### config.mk
export PLATFORM = sky130hd
export DESIGN_NAME = wait_for_graph_deadlock_detector_unit
export DESIGN_NICKNAME = d
export VERILOG_FILES = /design/src/rtl/core/wfgdd_pkg.sv /design/src/rtl/core/wfgdd_mem.sv /design/src/rtl/core/wfgdd_ctrl.sv /design/src/rtl/core/wait_for_graph_deadlock_detector_unit.sv
export SDC_FILE = /design/constraint.sdc
export NUM_CORES = 1
export LEC_CHECK = 0
export BUFFER_PORTS_ARGS = -buffer_cell sky130_fd_sc_hd__buf_2
export CAP_MARGIN = 25
export CORE_ASPECT_RATIO = 0.9
export CORE_MARGIN = 2
export CORE_UTILIZATION = 55
export CTS_BUF_LIST = sky130_fd_sc_hd__clkbuf_8
export DETAILED_ROUTE_END_ITERATION = 8
export HOLD_SLACK_MARGIN = 0.05
export PLACE_DENSITY = 0.73
export SLEW_MARGIN = 15
export SYNTH_ARGS = -nofsm -noshare
export SYNTH_HDL_FRONTEND = slang
export SYNTH_SLANG_ARGS = --single-unit
### constraint.sdc
create_clock -name clk_i -period 3.8 [get_ports clk_i]
set_input_delay 0.38 -clock clk_i [delete_from_list [all_inputs] [get_ports clk_i]]
set_output_delay 0.38 -clock clk_i [all_outputs]
set_load 0.02 [all_outputs]
### src/rtl/core/wfgdd_pkg.sv
// ----------------------------------------------------------------------------
// wfgdd_pkg
// Shared types and codes for the wait-for graph deadlock detector.
// ----------------------------------------------------------------------------
package wfgdd_pkg;

  localparam int unsigned AgentW  = 3;
  localparam int unsigned MaskW   = 8;
  localparam int unsigned InDataW = 8;
  localparam int unsigned OutDataW = 16;

  typedef enum logic [1:0] {
    FUNC_ADD   = 2'd0,
    FUNC_CLEAR = 2'd1,
    FUNC_CHECK = 2'd2
  } func_e;

  typedef enum logic [3:0] {
    ST_IDLE = 4'b0001,
    ST_RMW  = 4'b0010,
    ST_SCAN = 4'b0100,
    ST_DONE = 4'b1000
  } state_e;

  typedef struct packed {
    logic [MaskW-1:0]  abort_mask;
    logic [AgentW-1:0] victim;
    logic              victim_valid;
    logic              cycle_found;
  } result_t;

endpackage

### src/rtl/core/wfgdd_mem.sv
// ----------------------------------------------------------------------------
// wfgdd_mem
// Wait-for matrix storage: one row per agent, one read and one write port,
// registered read data. Per-row valid bits make unwritten rows read as zero.
// ----------------------------------------------------------------------------
module wfgdd_mem #(
  parameter int unsigned AGENTS = 8,
  parameter int unsigned IDXW   = 3
) (
  input  logic              clk_i,
  input  logic              rst_ni,
  input  logic              rd_en_i,
  input  logic [IDXW-1:0]   rd_addr_i,
  output logic [AGENTS-1:0] rd_data_o,
  input  logic              wr_en_i,
  input  logic [IDXW-1:0]   wr_addr_i,
  input  logic [AGENTS-1:0] wr_data_i
);

  logic [AGENTS-1:0] mem_q [AGENTS];
  logic [AGENTS-1:0] row_vld_q;
  logic [AGENTS-1:0] rd_data_q;

  always_ff @(posedge clk_i or negedge rst_ni) begin
    if (!rst_ni) begin
      row_vld_q <= '0;
    end else if (wr_en_i) begin
      row_vld_q[wr_addr_i] <= 1'b1;
    end
  end

  always_ff @(posedge clk_i) begin
    if (wr_en_i) begin
      mem_q[wr_addr_i] <= wr_data_i;
    end
    if (rd_en_i) begin
      rd_data_q <= row_vld_q[rd_addr_i] ? mem_q[rd_addr_i] : '0;
    end
  end

  assign rd_data_o = rd_data_q;

endmodule

### src/rtl/core/wfgdd_ctrl.sv
// ----------------------------------------------------------------------------
// wfgdd_ctrl
// Request sequencer: edge add (read-modify-write), row clear, and the
// iterative peeling search for a cycle with victim selection.
// ----------------------------------------------------------------------------
module wfgdd_ctrl #(
  parameter int unsigned AGENTS = 8,
  parameter int unsigned IDXW   = 3
) (
  input  logic                    clk_i,
  input  logic                    rst_ni,
  input  logic                    req_valid_i,
  output logic                    req_ready_o,
  input  logic [1:0]              req_func_i,
  input  logic [wfgdd_pkg::AgentW-1:0] req_waiter_i,
  input  logic [wfgdd_pkg::AgentW-1:0] req_owner_i,
  input  logic                    out_free_i,
  output logic                    res_load_o,
  output wfgdd_pkg::result_t      res_o,
  output logic                    rd_en_o,
  output logic [IDXW-1:0]         rd_addr_o,
  input  logic [AGENTS-1:0]       rd_data_i,
  output logic                    wr_en_o,
  output logic [IDXW-1:0]         wr_addr_o,
  output logic [AGENTS-1:0]       wr_data_o
);
  import wfgdd_pkg::*;

  localparam logic [IDXW-1:0]   LastIdx = IDXW'(AGENTS - 1);
  localparam logic [AGENTS-1:0] OneBit  = {{(AGENTS-1){1'b0}}, 1'b1};

  state_e            state_q, state_d;
  logic [IDXW-1:0]   waiter_q, waiter_d;
  logic [AgentW-1:0] owner_q, owner_d;
  logic              issue_q, issue_d;
  logic [IDXW-1:0]   idx_q, idx_d;
  logic              pend_q, pend_d;
  logic [IDXW-1:0]   pidx_q, pidx_d;
  logic [AGENTS-1:0] alive_q, alive_d;
  logic              changed_q, changed_d;
  logic              first_q, first_d;
  logic              edge_q, edge_d;
  logic [IDXW-1:0]   vict_q, vict_d;
  logic [AGENTS-1:0] flags_q, flags_d;
  logic              found_q, found_d;
  logic              vvalid_q, vvalid_d;
  logic [IDXW-1:0]   victim_q, victim_d;

  logic              waiter_ok;
  logic              owner_ok;
  logic              drop;
  logic              chg;
  logic              cyc;
  logic [AGENTS-1:0] alive_nx;

  assign waiter_ok = 32'(req_waiter_i) < 32'(AGENTS);
  assign owner_ok  = 32'(req_owner_i) < 32'(AGENTS);

  always_comb begin
    state_d   = state_q;
    waiter_d  = waiter_q;
    owner_d   = owner_q;
    issue_d   = issue_q;
    idx_d     = idx_q;
    pend_d    = 1'b0;
    pidx_d    = pidx_q;
    alive_d   = alive_q;
    changed_d = changed_q;
    first_d   = first_q;
    edge_d    = edge_q;
    vict_d    = vict_q;
    flags_d   = flags_q;
    found_d   = found_q;
    vvalid_d  = vvalid_q;
    victim_d  = victim_q;
    rd_en_o   = 1'b0;
    rd_addr_o = idx_q;
    wr_en_o   = 1'b0;
    wr_addr_o = waiter_q;
    wr_data_o = '0;
    res_load_o = 1'b0;
    drop      = 1'b0;
    chg       = 1'b0;
    cyc       = 1'b0;
    alive_nx  = alive_q;

    case (state_q)
      ST_IDLE: begin
        if (req_valid_i) begin
          waiter_d = IDXW'(req_waiter_i);
          owner_d  = req_owner_i;
          found_d  = 1'b0;
          vvalid_d = 1'b0;
          victim_d = '0;
          state_d  = ST_DONE;
          case (func_e'(req_func_i))
            FUNC_ADD: begin
              if (waiter_ok && owner_ok) begin
                rd_en_o   = 1'b1;
                rd_addr_o = IDXW'(req_waiter_i);
                state_d   = ST_RMW;
              end
            end
            FUNC_CLEAR: begin
              if (waiter_ok) begin
                wr_en_o   = 1'b1;
                wr_addr_o = IDXW'(req_waiter_i);
              end
            end
            FUNC_CHECK: begin
              issue_d   = 1'b1;
              idx_d     = '0;
              alive_d   = '1;
              changed_d = 1'b0;
              first_d   = 1'b1;
              edge_d    = 1'b0;
              vict_d    = '0;
              state_d   = ST_SCAN;
            end
            default: begin
              state_d = ST_DONE;
            end
          endcase
        end
      end
      ST_RMW: begin
        wr_en_o   = 1'b1;
        wr_data_o = rd_data_i | (OneBit << owner_q);
        state_d   = ST_DONE;
      end
      ST_SCAN: begin
        rd_en_o = issue_q;
        if (issue_q) begin
          pend_d = 1'b1;
          pidx_d = idx_q;
          if (idx_q == LastIdx) begin
            issue_d = 1'b0;
          end else begin
            idx_d = idx_q + 1'b1;
          end
        end
        if (pend_q) begin
          drop = alive_q[pidx_q] && ((rd_data_i & alive_q) == '0);
          if (drop) begin
            alive_nx = alive_q & ~(OneBit << pidx_q);
          end
          alive_d = alive_nx;
          chg     = changed_q | drop;
          if (first_q && (rd_data_i != '0)) begin
            edge_d = 1'b1;
            vict_d = pidx_q;
          end
          changed_d = chg;
          if (pidx_q == LastIdx) begin
            if (chg) begin
              issue_d   = 1'b1;
              idx_d     = '0;
              changed_d = 1'b0;
              first_d   = 1'b0;
            end else begin
              cyc      = (alive_nx != '0) && edge_d;
              found_d  = alive_nx != '0;
              vvalid_d = cyc;
              victim_d = cyc ? vict_d : '0;
              if (cyc) begin
                flags_d = flags_q | (OneBit << vict_d);
              end
              state_d = ST_DONE;
            end
          end
        end
      end
      ST_DONE: begin
        if (out_free_i) begin
          res_load_o = 1'b1;
          state_d    = ST_IDLE;
        end
      end
      default: begin
        state_d = ST_IDLE;
      end
    endcase
  end

  always_ff @(posedge clk_i or negedge rst_ni) begin
    if (!rst_ni) begin
      state_q   <= ST_IDLE;
      issue_q   <= 1'b0;
      pend_q    <= 1'b0;
      flags_q   <= '0;
    end else begin
      state_q   <= state_d;
      issue_q   <= issue_d;
      pend_q    <= pend_d;
      flags_q   <= flags_d;
    end
  end

  always_ff @(posedge clk_i) begin
    waiter_q  <= waiter_d;
    owner_q   <= owner_d;
    idx_q     <= idx_d;
    pidx_q    <= pidx_d;
    alive_q   <= alive_d;
    changed_q <= changed_d;
    first_q   <= first_d;
    edge_q    <= edge_d;
    vict_q    <= vict_d;
    found_q   <= found_d;
    vvalid_q  <= vvalid_d;
    victim_q  <= victim_d;
  end

  assign req_ready_o        = (state_q == ST_IDLE);
  assign res_o.cycle_found  = found_q;
  assign res_o.victim_valid = vvalid_q;
  assign res_o.victim       = AgentW'(32'(victim_q));
  assign res_o.abort_mask   = MaskW'(32'(flags_q));

endmodule

### src/rtl/core/wait_for_graph_deadlock_detector_unit.sv
// ----------------------------------------------------------------------------
// wait_for_graph_deadlock_detector_unit
// Wait-for graph deadlock detector over AGENTS agents with sticky aborts.
// ----------------------------------------------------------------------------
// Each request returns one response. An add reads the row, writes it back
// with the owner bit set and responds; a clear writes the row to zero and
// responds; a check walks the wait-for matrix row by row through its single
// read port, pass after pass, peeling agents that wait on no surviving
// agent, and at most AGENTS + 1 passes run.
// One request is in flight at a time; a new request is taken while the
// previous response still sits in the output register. The matrix reads as
// all zero after reset with no clearing pass.
module wait_for_graph_deadlock_detector_unit #(
  parameter int unsigned AGENTS = 8
) (
  input  logic        clk_i,
  input  logic        rst_ni,
  input  logic        s_axis_tvalid,
  output logic        s_axis_tready,
  input  logic [7:0]  s_axis_tdata,  // waiter[2:0], owner_agent[5:3]
  input  logic [1:0]  s_axis_tuser,  // func[1:0]
  output logic        m_axis_tvalid,
  input  logic        m_axis_tready,
  output logic [15:0] m_axis_tdata   // cycle_found, victim_valid, victim[2:0],
                                     // abort_mask[7:0]
);
  import wfgdd_pkg::*;

  localparam int unsigned IDXW = $clog2(AGENTS);

  logic              rd_en;
  logic [IDXW-1:0]   rd_addr;
  logic [AGENTS-1:0] rd_data;
  logic              wr_en;
  logic [IDXW-1:0]   wr_addr;
  logic [AGENTS-1:0] wr_data;
  logic              res_load;
  result_t           res;
  result_t           out_q;
  logic              out_vld_q;
  logic              out_free;

  assign out_free = !out_vld_q || m_axis_tready;

  wfgdd_ctrl #(
    .AGENTS (AGENTS),
    .IDXW   (IDXW)
  ) u_ctrl (
    .clk_i        (clk_i),
    .rst_ni       (rst_ni),
    .req_valid_i  (s_axis_tvalid),
    .req_ready_o  (s_axis_tready),
    .req_func_i   (s_axis_tuser),
    .req_waiter_i (s_axis_tdata[2:0]),
    .req_owner_i  (s_axis_tdata[5:3]),
    .out_free_i   (out_free),
    .res_load_o   (res_load),
    .res_o        (res),
    .rd_en_o      (rd_en),
    .rd_addr_o    (rd_addr),
    .rd_data_i    (rd_data),
    .wr_en_o      (wr_en),
    .wr_addr_o    (wr_addr),
    .wr_data_o    (wr_data)
  );

  wfgdd_mem #(
    .AGENTS (AGENTS),
    .IDXW   (IDXW)
  ) u_mem (
    .clk_i     (clk_i),
    .rst_ni    (rst_ni),
    .rd_en_i   (rd_en),
    .rd_addr_i (rd_addr),
    .rd_data_o (rd_data),
    .wr_en_i   (wr_en),
    .wr_addr_i (wr_addr),
    .wr_data_i (wr_data)
  );

  always_ff @(posedge clk_i or negedge rst_ni) begin
    if (!rst_ni) begin
      out_vld_q <= 1'b0;
    end else if (res_load) begin
      out_vld_q <= 1'b1;
    end else if (m_axis_tready) begin
      out_vld_q <= 1'b0;
    end
  end

  always_ff @(posedge clk_i) begin
    if (res_load) begin
      out_q <= res;
    end
  end

  assign m_axis_tvalid = out_vld_q;
  assign m_axis_tdata  = {3'b000, out_q.abort_mask, out_q.victim,
                          out_q.victim_valid, out_q.cycle_found};

endmodule

* Yosys cells after proc, flatten, opt, wreduce, memory -nomap -nowiden
Memory sizes are Yosys's and may differ from the RTL's. A register that Yosys moved wholly into a read port is not among the register bits.
Cells that the tools add are included.
** Word-level totals
- Bits in registers :: 67
- RAM bits :: 64
- Input port bits :: 14
- Output and inout bits :: 18
- Memories :: 1
** Memory list
- u_mem.mem_q :: words 8, bits a word 8, read ports 1, clocked after Yosys merged registers in 1, wr ports 1, line wfgdd_mem.sv:20 : logic [AGENTS-1:0] mem_q [AGENTS];
** Operators by class
- Add/subtract/negate cells :: 1
- $lt $le $gt $ge :: 4
- Eq/ne operators :: 15
- Shift-type cells :: 3
- Mux-type cells :: 91
- Bitwise operators :: 8
- Reduce and logical (&&, ||, !) cells :: 21
** Operators by type and width (number)
- $mux 3 :: 22
- $mux 8 :: 7
- $mux 1 :: 40
- $or 8x8->8 :: 3
- $shl 1x3->8 const A :: 3
- $mux 4 :: 5
- $pmux 3 s2 :: 3
- $and 8x8->8 :: 2
- $pmux 1 s2 :: 8
- $pmux 4 s4 :: 1
- $pmux 8 s2 :: 1
- $reduce_bool 8->1 :: 2
- $reduce_and 5->1 :: 3
- $lt 3x4->1 const B :: 3
- $logic_not 8->1 :: 1
- $ne 2x1->1 const B :: 4
- $not 8->8 :: 1
- $pmux 4 s2 :: 1
- $bmux 1 s3 :: 2
- $eq 3x3->1 const B :: 2
- $ne 2x2->1 const B :: 3
- $reduce_and 6->1 :: 1
- $eq 4x1->1 const B :: 1
- $eq 4x2->1 const B :: 1
- 17 further kinds :: 23

* Longest topological paths before layout
Gate-level depths: netlist (run 1).
- Word-level depth :: 13
- Mapped depth :: 11
- Mapped depth without buffers :: 7

* Cells and area by module
A second synthesis (run 1) with hierarchy kept.
** Unflattened totals
- Cells, all modules :: 377
- Area, all modules :: 5901.9 µm²
** By module, submodules not included
- wfgdd_mem :: times used 1, cells each 141, area each 3071.7 µm², sequential area each 2362.3 µm²
- wfgdd_ctrl :: times used 1, cells each 216, area each 2366.0 µm², sequential area each 1282.5 µm²
- wait_for_graph_deadlock_detector_unit :: times used 1, cells each 20, area each 464.2 µm², sequential area each 415.4 µm²

* Worst setup path before layout (run 1)
No wires, ideal clock.
- Path kind :: reg-to-reg
- Start :: reg u_ctrl.state_q[0]
- End :: reg u_mem.rd_data_q[0], in the netlist u_mem.rd_data_o[0] (read register of u_mem.mem_q) (data pin)
- Library setup time :: 0.276 ns
- Arrival time :: 2.619 ns
- Path slack :: 0.905 ns
- Stages on the path, launching flop included :: 8
- Buffers on the path :: 1
- Clock period less this slack :: 2.895 ns
- Cell sequence :: dfstp_2 > or4b_1 > buf_2 > o41ai_4 > a21boi_4 > mux2_1 > o211ai_2 > a22oi_1
** Between the ends
- Word-level cells in the longest chain between the ends :: 5
** RTL lines
- from (decl) :: line wfgdd_ctrl.sv:32 : state_e state_q, state_d;
- from (signal assigned) :: line wfgdd_ctrl.sv:192 : state_q <= state_d;
- $eq 4x1->1 :: line wfgdd_ctrl.sv:87 : case (state_q)
- $mux 3 :: line wfgdd_ctrl.sv:87
- $bmux 1 s3 :: line wfgdd_mem.sv:37 : rd_data_q <= row_vld_q[rd_addr_i] ? mem_q[rd_addr_i] : '0;
- $mux 1 (implied by the code) :: line wfgdd_mem.sv:37
- $logic_not 1->1 (no source line)
- to (decl) :: line wfgdd_mem.sv:22 : logic [AGENTS-1:0] rd_data_q;
Parallel ways exist; a longest one is shown, timed or not. The select of a mux whose other input is x is not followed.
A chain may end at the register's enable or synchronous reset.

* Worst setup path in the final report (run 1)
Ends and elaborated chain as after synthesis.

==> results.sh, run 1 <==
export IMPL_die_h_um=104
export IMPL_cp_start_kind="register"
export IMPL_gr_total_overflow=0
export IMPL_clock_sinks=139
export IMPL_ys_async_sr_fraction_pct=16.5
export IMPL_cts_max_level=4
export IMPL_fill_cells=853
export IMPL_cp_data_arrival_time_ns=3.47
export IMPL_register_area_um2=4060
export IMPL_final_cell_mix="edfxtp_1, o211ai_1, nor2_1"
export IMPL_synth_cell_types=58
export IMPL_routed_top_layer="met4"
export IMPL_syn_area_per_cell_um2=13.1
export IMPL_setup_tns_ns=0
export IMPL_post_cts_buffers=0
export IMPL_ant_nets=0
export IMPL_die_area_um2=12100
export IMPL_whs_ns=0.125
export IMPL_timing_hold_violations_final=0
export IMPL_r2r_slack_ns=0.49
export IMPL_area_growth_pct=10.9
export IMPL_yosys_warnings=0
export IMPL_end_kind="register"
export IMPL_r2r_start="u_ctrl.state_q[0]"
export IMPL_clk_pin_slew_ns=0.07
export IMPL_ios=32
export IMPL_cp_required_ns=3.95
export IMPL_wire_per_inst_um=18.4
export IMPL_p_leak_nw=2.49
export IMPL_synthCells=469
export IMPL_vias=3943
export IMPL_layout_cells_non_filler=671
export IMPL_cap_violations=0
export IMPL_fin_crit_sh_pct=87.2
export IMPL_antenna_cells=0
export IMPL_placed_cells=637
export IMPL_rsz0062_at_grt="false"
export IMPL_drc=0
export IMPL_p_per_area_nw_per_um2=554
export IMPL_ir_drop_mv=0.566
export IMPL_final_common_cell="edfxtp_1"
export IMPL_drt_iter0_markers=336
export IMPL_fmax_mhz=302
export IMPL_grtUsageTotal_pct=22.0
export IMPL_grt_pass1_wl_um=19900
export IMPL_core_um2=10900
export IMPL_cts_buffers=17
export IMPL_seq_area_frac_synth_pct=65.8
export IMPL_wl_met1_um=5700
export IMPL_cts_tree="built"
export IMPL_avgViaCountPerCell=5.88
export IMPL_final_nets=521
export IMPL_clock_latency_ns=0.44
export IMPL_worstSetupPathType="reg -> reg"
export IMPL_dpl_hpwl_um=8370
export IMPL_rows=36
export IMPL_start_util_pct=56.6
export IMPL_critPathLaunch="u_ctrl.state_q[0]"
export IMPL_cp_endpoint="u_mem.rd_data_o[0]"
export IMPL_finalSetupViolCount=0
export IMPL_met3WireLength_um=973
export IMPL_dr_wl_met2_um=5490
export IMPL_grt_pass1_vias=3810
export IMPL_r2r_cells=6
export IMPL_cts_path_max_buffers=2
export IMPL_multiInputGateArea_um2=1860
export IMPL_final_max_slew_violation_count=0
export IMPL_fin_util_pct=62.8
export IMPL_antenna_found_initial=0
export IMPL_hold_class="in -> reg"
export IMPL_min_period_ns=3.31
export IMPL_synth_area_um2=6170
export IMPL_reg2reg_to="u_mem.rd_data_o[0]"
export IMPL_tightest_slew_ns=0.860
export IMPL_ys_ff_latch=139
export IMPL_skew_ns=0.0104
export IMPL_drt_pass1_iter_count=5
export IMPL_status="completed"
export IMPL_die_x_um=116
export IMPL_clock_tree_root_cell="clkbuf_8"
export IMPL_synth_main_ff_cell="edfxtp_1"
export IMPL_slew_headroom_pct=42.4
export IMPL_crit_fanout=32
export IMPL_post_route_cells_drive_above_1_share_pct=20.8
export IMPL_routed_wl_um=12400
export IMPL_gp_congestion=0.895
export IMPL_numPortBuffers=26
export IMPL_grt_max_degree=33
export IMPL_synth_edff_count=116
Yosys cell counts (4+ instances only):
master / n / area [µm²]
edfxtp_1: 116 / 3480
o211ai_1: 52 / 390
nor2_1: 39 / 146
inv_1: 32 / 120
dfrtp_1: 22 / 551
nand2_1: 20 / 75.1
mux2_2: 18 / 203
a31oi_1: 15 / 93.8
o21ai_0: 13 / 65.1
a22oi_1: 12 / 90.1
clkbuf_1: 11 / 41.3
a21oi_1: 10 / 50.1
nor3_1: 9 / 45.0
a31o_2: 8 / 70.1
nand2b_1: 7 / 43.8
or2_2: 7 / 43.8
buf_2: 6 / 30.0
nand3_1: 6 / 30.0
mux2i_1: 4 / 40.0
nor2b_1: 4 / 25.0
cell type report:
type                            count  share of cell area [%]
Clock buffer                       17                    3.42
Clock inverter                     15                    1.94
Inverter                           35                    1.94
Multi-Input combinational cell    274                    27.2
Sequential cell                   139                    59.4
Tap cell                          152                    2.78
Timing Repair Buffer               39                    3.37
critical path, stage by stage (launching register included):
cell,delay [ns]
dfstp_2,0.56
or4b_1,0.57
or4_1,0.68
mux2_2,0.69
o211ai_1,0.26
o211ai_1,0.15
a22oi_1,0.10
how the worst min path moves through the flow:
stage	from	end	slack, ns	depth (start not counted)
floorplan	rst_ni	m_axis_tvalid	0.08	0
global placement	rst_ni	u_ctrl.state_q[3]	0.38	1
detailed placement	rst_ni	u_ctrl.state_q[3]	0.39	1
CTS	s_axis_tdata[5]	u_ctrl.owner_q[2]	0.10	1
global route	s_axis_tdata[5]	u_ctrl.owner_q[2]	0.10	1
finish	s_axis_tdata[5]	u_ctrl.owner_q[2]	0.13	1
stage by stage:
stage	power (W)	cell area, µm²	setup WS (ns)
floorplan	0.00249	6170	0.905
finish	0.00379	6840	0.488
global route	0.00397	6840	0.330
global placement	0.00267	6460	0.576
CTS	0.00380	6830	0.516
detailed placement	0.00269	6460	0.548
per-layer routing:
metal / vias up / track usage, %
met4: 0 / 7.31
li1: 1869 / -
met3: 20 / 7.11
met5: - / 0
met1: 1912 / 32.1
met2: 142 / 31.2
power by group:
group / internal (W) / leakage [nW] / switching, W / total [W]
Sequential: 0.00186 / 1.39 / 0.0000939 / 0.00196
Combinational: 0.000255 / 0.915 / 0.000468 / 0.000723
Clock: 0.000568 / 0.179 / 0.000544 / 0.00111
cell families after synthesis:
kind of cell | synth area share (%)
buf+inv | 4.12
simple gates | 8.91
other cells | 0.0608
compound gates | 16.1
fa+ha+maj | 0.203
flops | 65.8
xor+xnor | 0.142
mux | 4.67
repair_timing:
item	CTS	global route
endpoints found under the hold margin	22	0
gates resized for setup	0	0
hold buffers	1	0
flip-flops by register name, indices dropped and copies added (netlist names), 3 cells and up:
name and flops:
u_ctrl.waiter_q 3, u_ctrl.pidx_q 3, u_ctrl.vict_q 3, u_ctrl.flags_q 8
u_ctrl.state_q 4, u_ctrl.victim_q 3, u_ctrl.idx_q 3, u_ctrl.alive_q 8
m_axis_tdata 13, u_mem.mem_q 64, u_mem.row_vld_q 8, u_ctrl.owner_q 3
u_mem.rd_data_o 8
(Power assumes the default switching activity.)
==> run 2, diff against run 1 <==
--- a/config.mk
+++ b/config.mk
@@ -9,11 +9,10 @@
 export CAP_MARGIN = 25
 export CORE_ASPECT_RATIO = 0.9
 export CORE_MARGIN = 2
-export CORE_UTILIZATION = 55
+export CORE_UTILIZATION = 42
 export CTS_BUF_LIST = sky130_fd_sc_hd__clkbuf_8
 export DETAILED_ROUTE_END_ITERATION = 8
 export HOLD_SLACK_MARGIN = 0.05
-export PLACE_DENSITY = 0.73
 export SLEW_MARGIN = 15
 export SYNTH_ARGS = -nofsm -noshare
 export SYNTH_HDL_FRONTEND = slang
==> run 2 against run 1 <==
  * First-iteration DRC count up 8.3%
  * Sequential power hardly changed
  * Die area increased by 30%
  * Power rose by 0.40%
  * Sequential cell count unchanged
  * Worst hold slack got worse by 0.019 ns
  * Register-to-register slack got worse by 0.05 ns
  * Fmax shrank 1.5%
  * Global-route usage down 5.6 points
  * Worst setup slack got worse by 0.051 ns
  * Combinational power is 2.8% lower
  * Non-clock buffer count is 3 higher
  * Largest power group unchanged
  * Highest routed layer unchanged
==> results.sh, run 2 (synthesis gave the netlist of run 1 again) <==
export IMPL_gp_congestion=0.831
export IMPL_avgViaCountPerCell=5.42
export IMPL_post_route_cells_drive_above_1_share_pct=21.8
export IMPL_path_cells="or4b_1 > or4_1 > mux2_2 > o211ai_1 > o211ai_1 > a22oi_1"
export IMPL_hold_start="s_axis_tdata[4]"
export IMPL_timing_hold_violations_final=0
export IMPL_start_util_pct=42.4
export IMPL_routed_wl_um=12200
export IMPL_core_um2=14600
export IMPL_max_stage_delay_ns=0.79
export IMPL_drc=0
export IMPL_gr_total_overflow=0
export IMPL_drt_pass1_iter_count=5
export IMPL_clk_pin_slew_ns=0.08
export IMPL_rows=42
export IMPL_min_period_ns=3.36
export IMPL_tightest_slew_ns=0.865
export IMPL_met2_usage_pct=26.8
export IMPL_fmax_mhz=297
export IMPL_antenna_cells=0
export IMPL_clock_latency_ns=0.45
export IMPL_ant_nets=0
export IMPL_status="completed"
export IMPL_final_cell_mix="edfxtp_1, o211ai_1, nor2_1"
export IMPL_dpl_hpwl_um=8290
export IMPL_clock_tree_root_cell="clkbuf_8"
export IMPL_cp_top_family="simple AND/OR/NAND/NOR gates"
export IMPL_cts_max_level=4
export IMPL_wire_per_inst_um=16.9
export IMPL_numPortBuffers=26
export IMPL_grt_max_degree=33
export IMPL_ir_drop_mv=0.409
export IMPL_reg2reg_to="u_mem.rd_data_o[3]"
export IMPL_finalSetupViolCount=0
export IMPL_fin_crit_sh_pct=88.5
export IMPL_cp_data_arrival_time_ns=3.54
export IMPL_end_kind="register"
export IMPL_grt_pass1_wl_um=19800
export IMPL_final_max_slew_violation_count=0
export IMPL_vias=3900
export IMPL_crit_slowest_cell="or4_1"
export IMPL_hold_depth=1
export IMPL_grtUsageTotal_pct=16.3
export IMPL_grt_util_met1_pct=20.8
export IMPL_cts_path_max_buffers=2
export IMPL_cap_violations=0
export IMPL_worstSetupPathType="reg -> reg"
export IMPL_skew_ns=0.0157
export IMPL_critPathBufInv=0
export IMPL_antenna_found_initial=0
export IMPL_post_cts_buffers=0
export IMPL_area_growth_pct=12.4
export IMPL_setup_tns_ns=0
export IMPL_cts_buffers=17
export IMPL_grt_pass1_vias=3813
export IMPL_slew_headroom_pct=42.0
export IMPL_largest_register_ff_count=64
export IMPL_p_leak_nw=2.52
export IMPL_final_common_cell="edfxtp_1"
export IMPL_cp_required_ns=3.97
export IMPL_r2r_slack_ns=0.44
export IMPL_r2r_cells=6
export IMPL_die_h_um=119
export IMPL_p_per_area_nw_per_um2=549
export IMPL_hold_class="in -> reg"
export IMPL_regMostFlops="u_mem.mem_q"
export IMPL_final_nets=524
export IMPL_r2r_start="u_ctrl.state_q[0]"
export IMPL_drt_iter0_markers=364
export IMPL_crit_top_cell="o211ai_1"
export IMPL_ios=32
export IMPL_die_x_um=132
export IMPL_crit_fanout=32
export IMPL_hold_end="u_ctrl.owner_q[1]"
export IMPL_cts_tree="built"
export IMPL_cts_resized=0
export IMPL_cp_start_kind="register"
export IMPL_rsz0062_at_grt="false"
export IMPL_clock_sinks=139
export IMPL_die_area_um2=15700
export IMPL_grtUsageMet3_pct=3.83
export IMPL_top_usage_layer="met2"
export IMPL_finalPower_w=0.00381
export IMPL_postCtsHoldBufs=1
[run 2: per-layer routing]
layer | vias up | part of all wire [%]
met1 | 1925 | 46
li1 | 1885 | -
met3 | 10 | 3.4
met4 | 0 | 1.2
met2 | 80 | 49
met5 | - | 0
[run 2: report_power, final]
group          internal, W  switching, W  total, W
clock network     0.000555      0.000591   0.00115
logic             0.000258      0.000445  0.000703
registers          0.00186     0.0000960   0.00196
[run 2: metrics by stage]
| stage | worst slack [ns] | hold WS [ns] | instances | cell area, µm² | util, % |
|---|---|---|---|---|---|
| CTS | 0.424 | 0.0843 | 719 | 6930 | 47.6 |
| detailed placement | 0.422 | 0.397 | 686 | 6540 | 44.9 |
| finish | 0.437 | 0.106 | 720 | 6930 | 47.6 |
| floorplan | 0.905 | 0.0844 | 471 | 6170 | - |
| global route | 0.213 | 0.0784 | 720 | 6930 | 47.6 |
| global placement | 0.492 | 0.389 | 686 | 6540 | 44.9 |
[run 2: worst max-delay path by stage]
stage | start | end | slack [ns] | depth (start not counted)
after global routing | u_ctrl.state_q[0] | u_mem.rd_data_o[0] | 0.21 | 6
final | u_ctrl.state_q[0] | u_mem.rd_data_o[3] | 0.44 | 6
after global placement | u_ctrl.state_q[0] | u_mem.rd_data_o[0] | 0.49 | 6
after CTS | u_ctrl.state_q[0] | u_mem.rd_data_o[0] | 0.42 | 6
after floorplan | u_ctrl.state_q[0] | u_mem.rd_data_o[0] | 0.91 | 7
after detailed placement | u_ctrl.state_q[0] | u_mem.rd_data_o[0] | 0.42 | 6
[run 2: worst register-to-register path, cell delays in order (launching register included)]
cell	delay (ns)
dfstp_2	0.56
or4b_1	0.57
or4_1	0.79
mux2_2	0.72
o211ai_1	0.19
o211ai_1	0.15
a22oi_1	0.11
[run 2: cell type report]
type	instances	area (µm²)
repair buffers	42	253
inverters	35	133
flip-flops and latches	139	4060
well taps	198	248
fillers	1288	7620
multi-input cells	274	1860
clock inverters	13	118
clock buffers	19	262
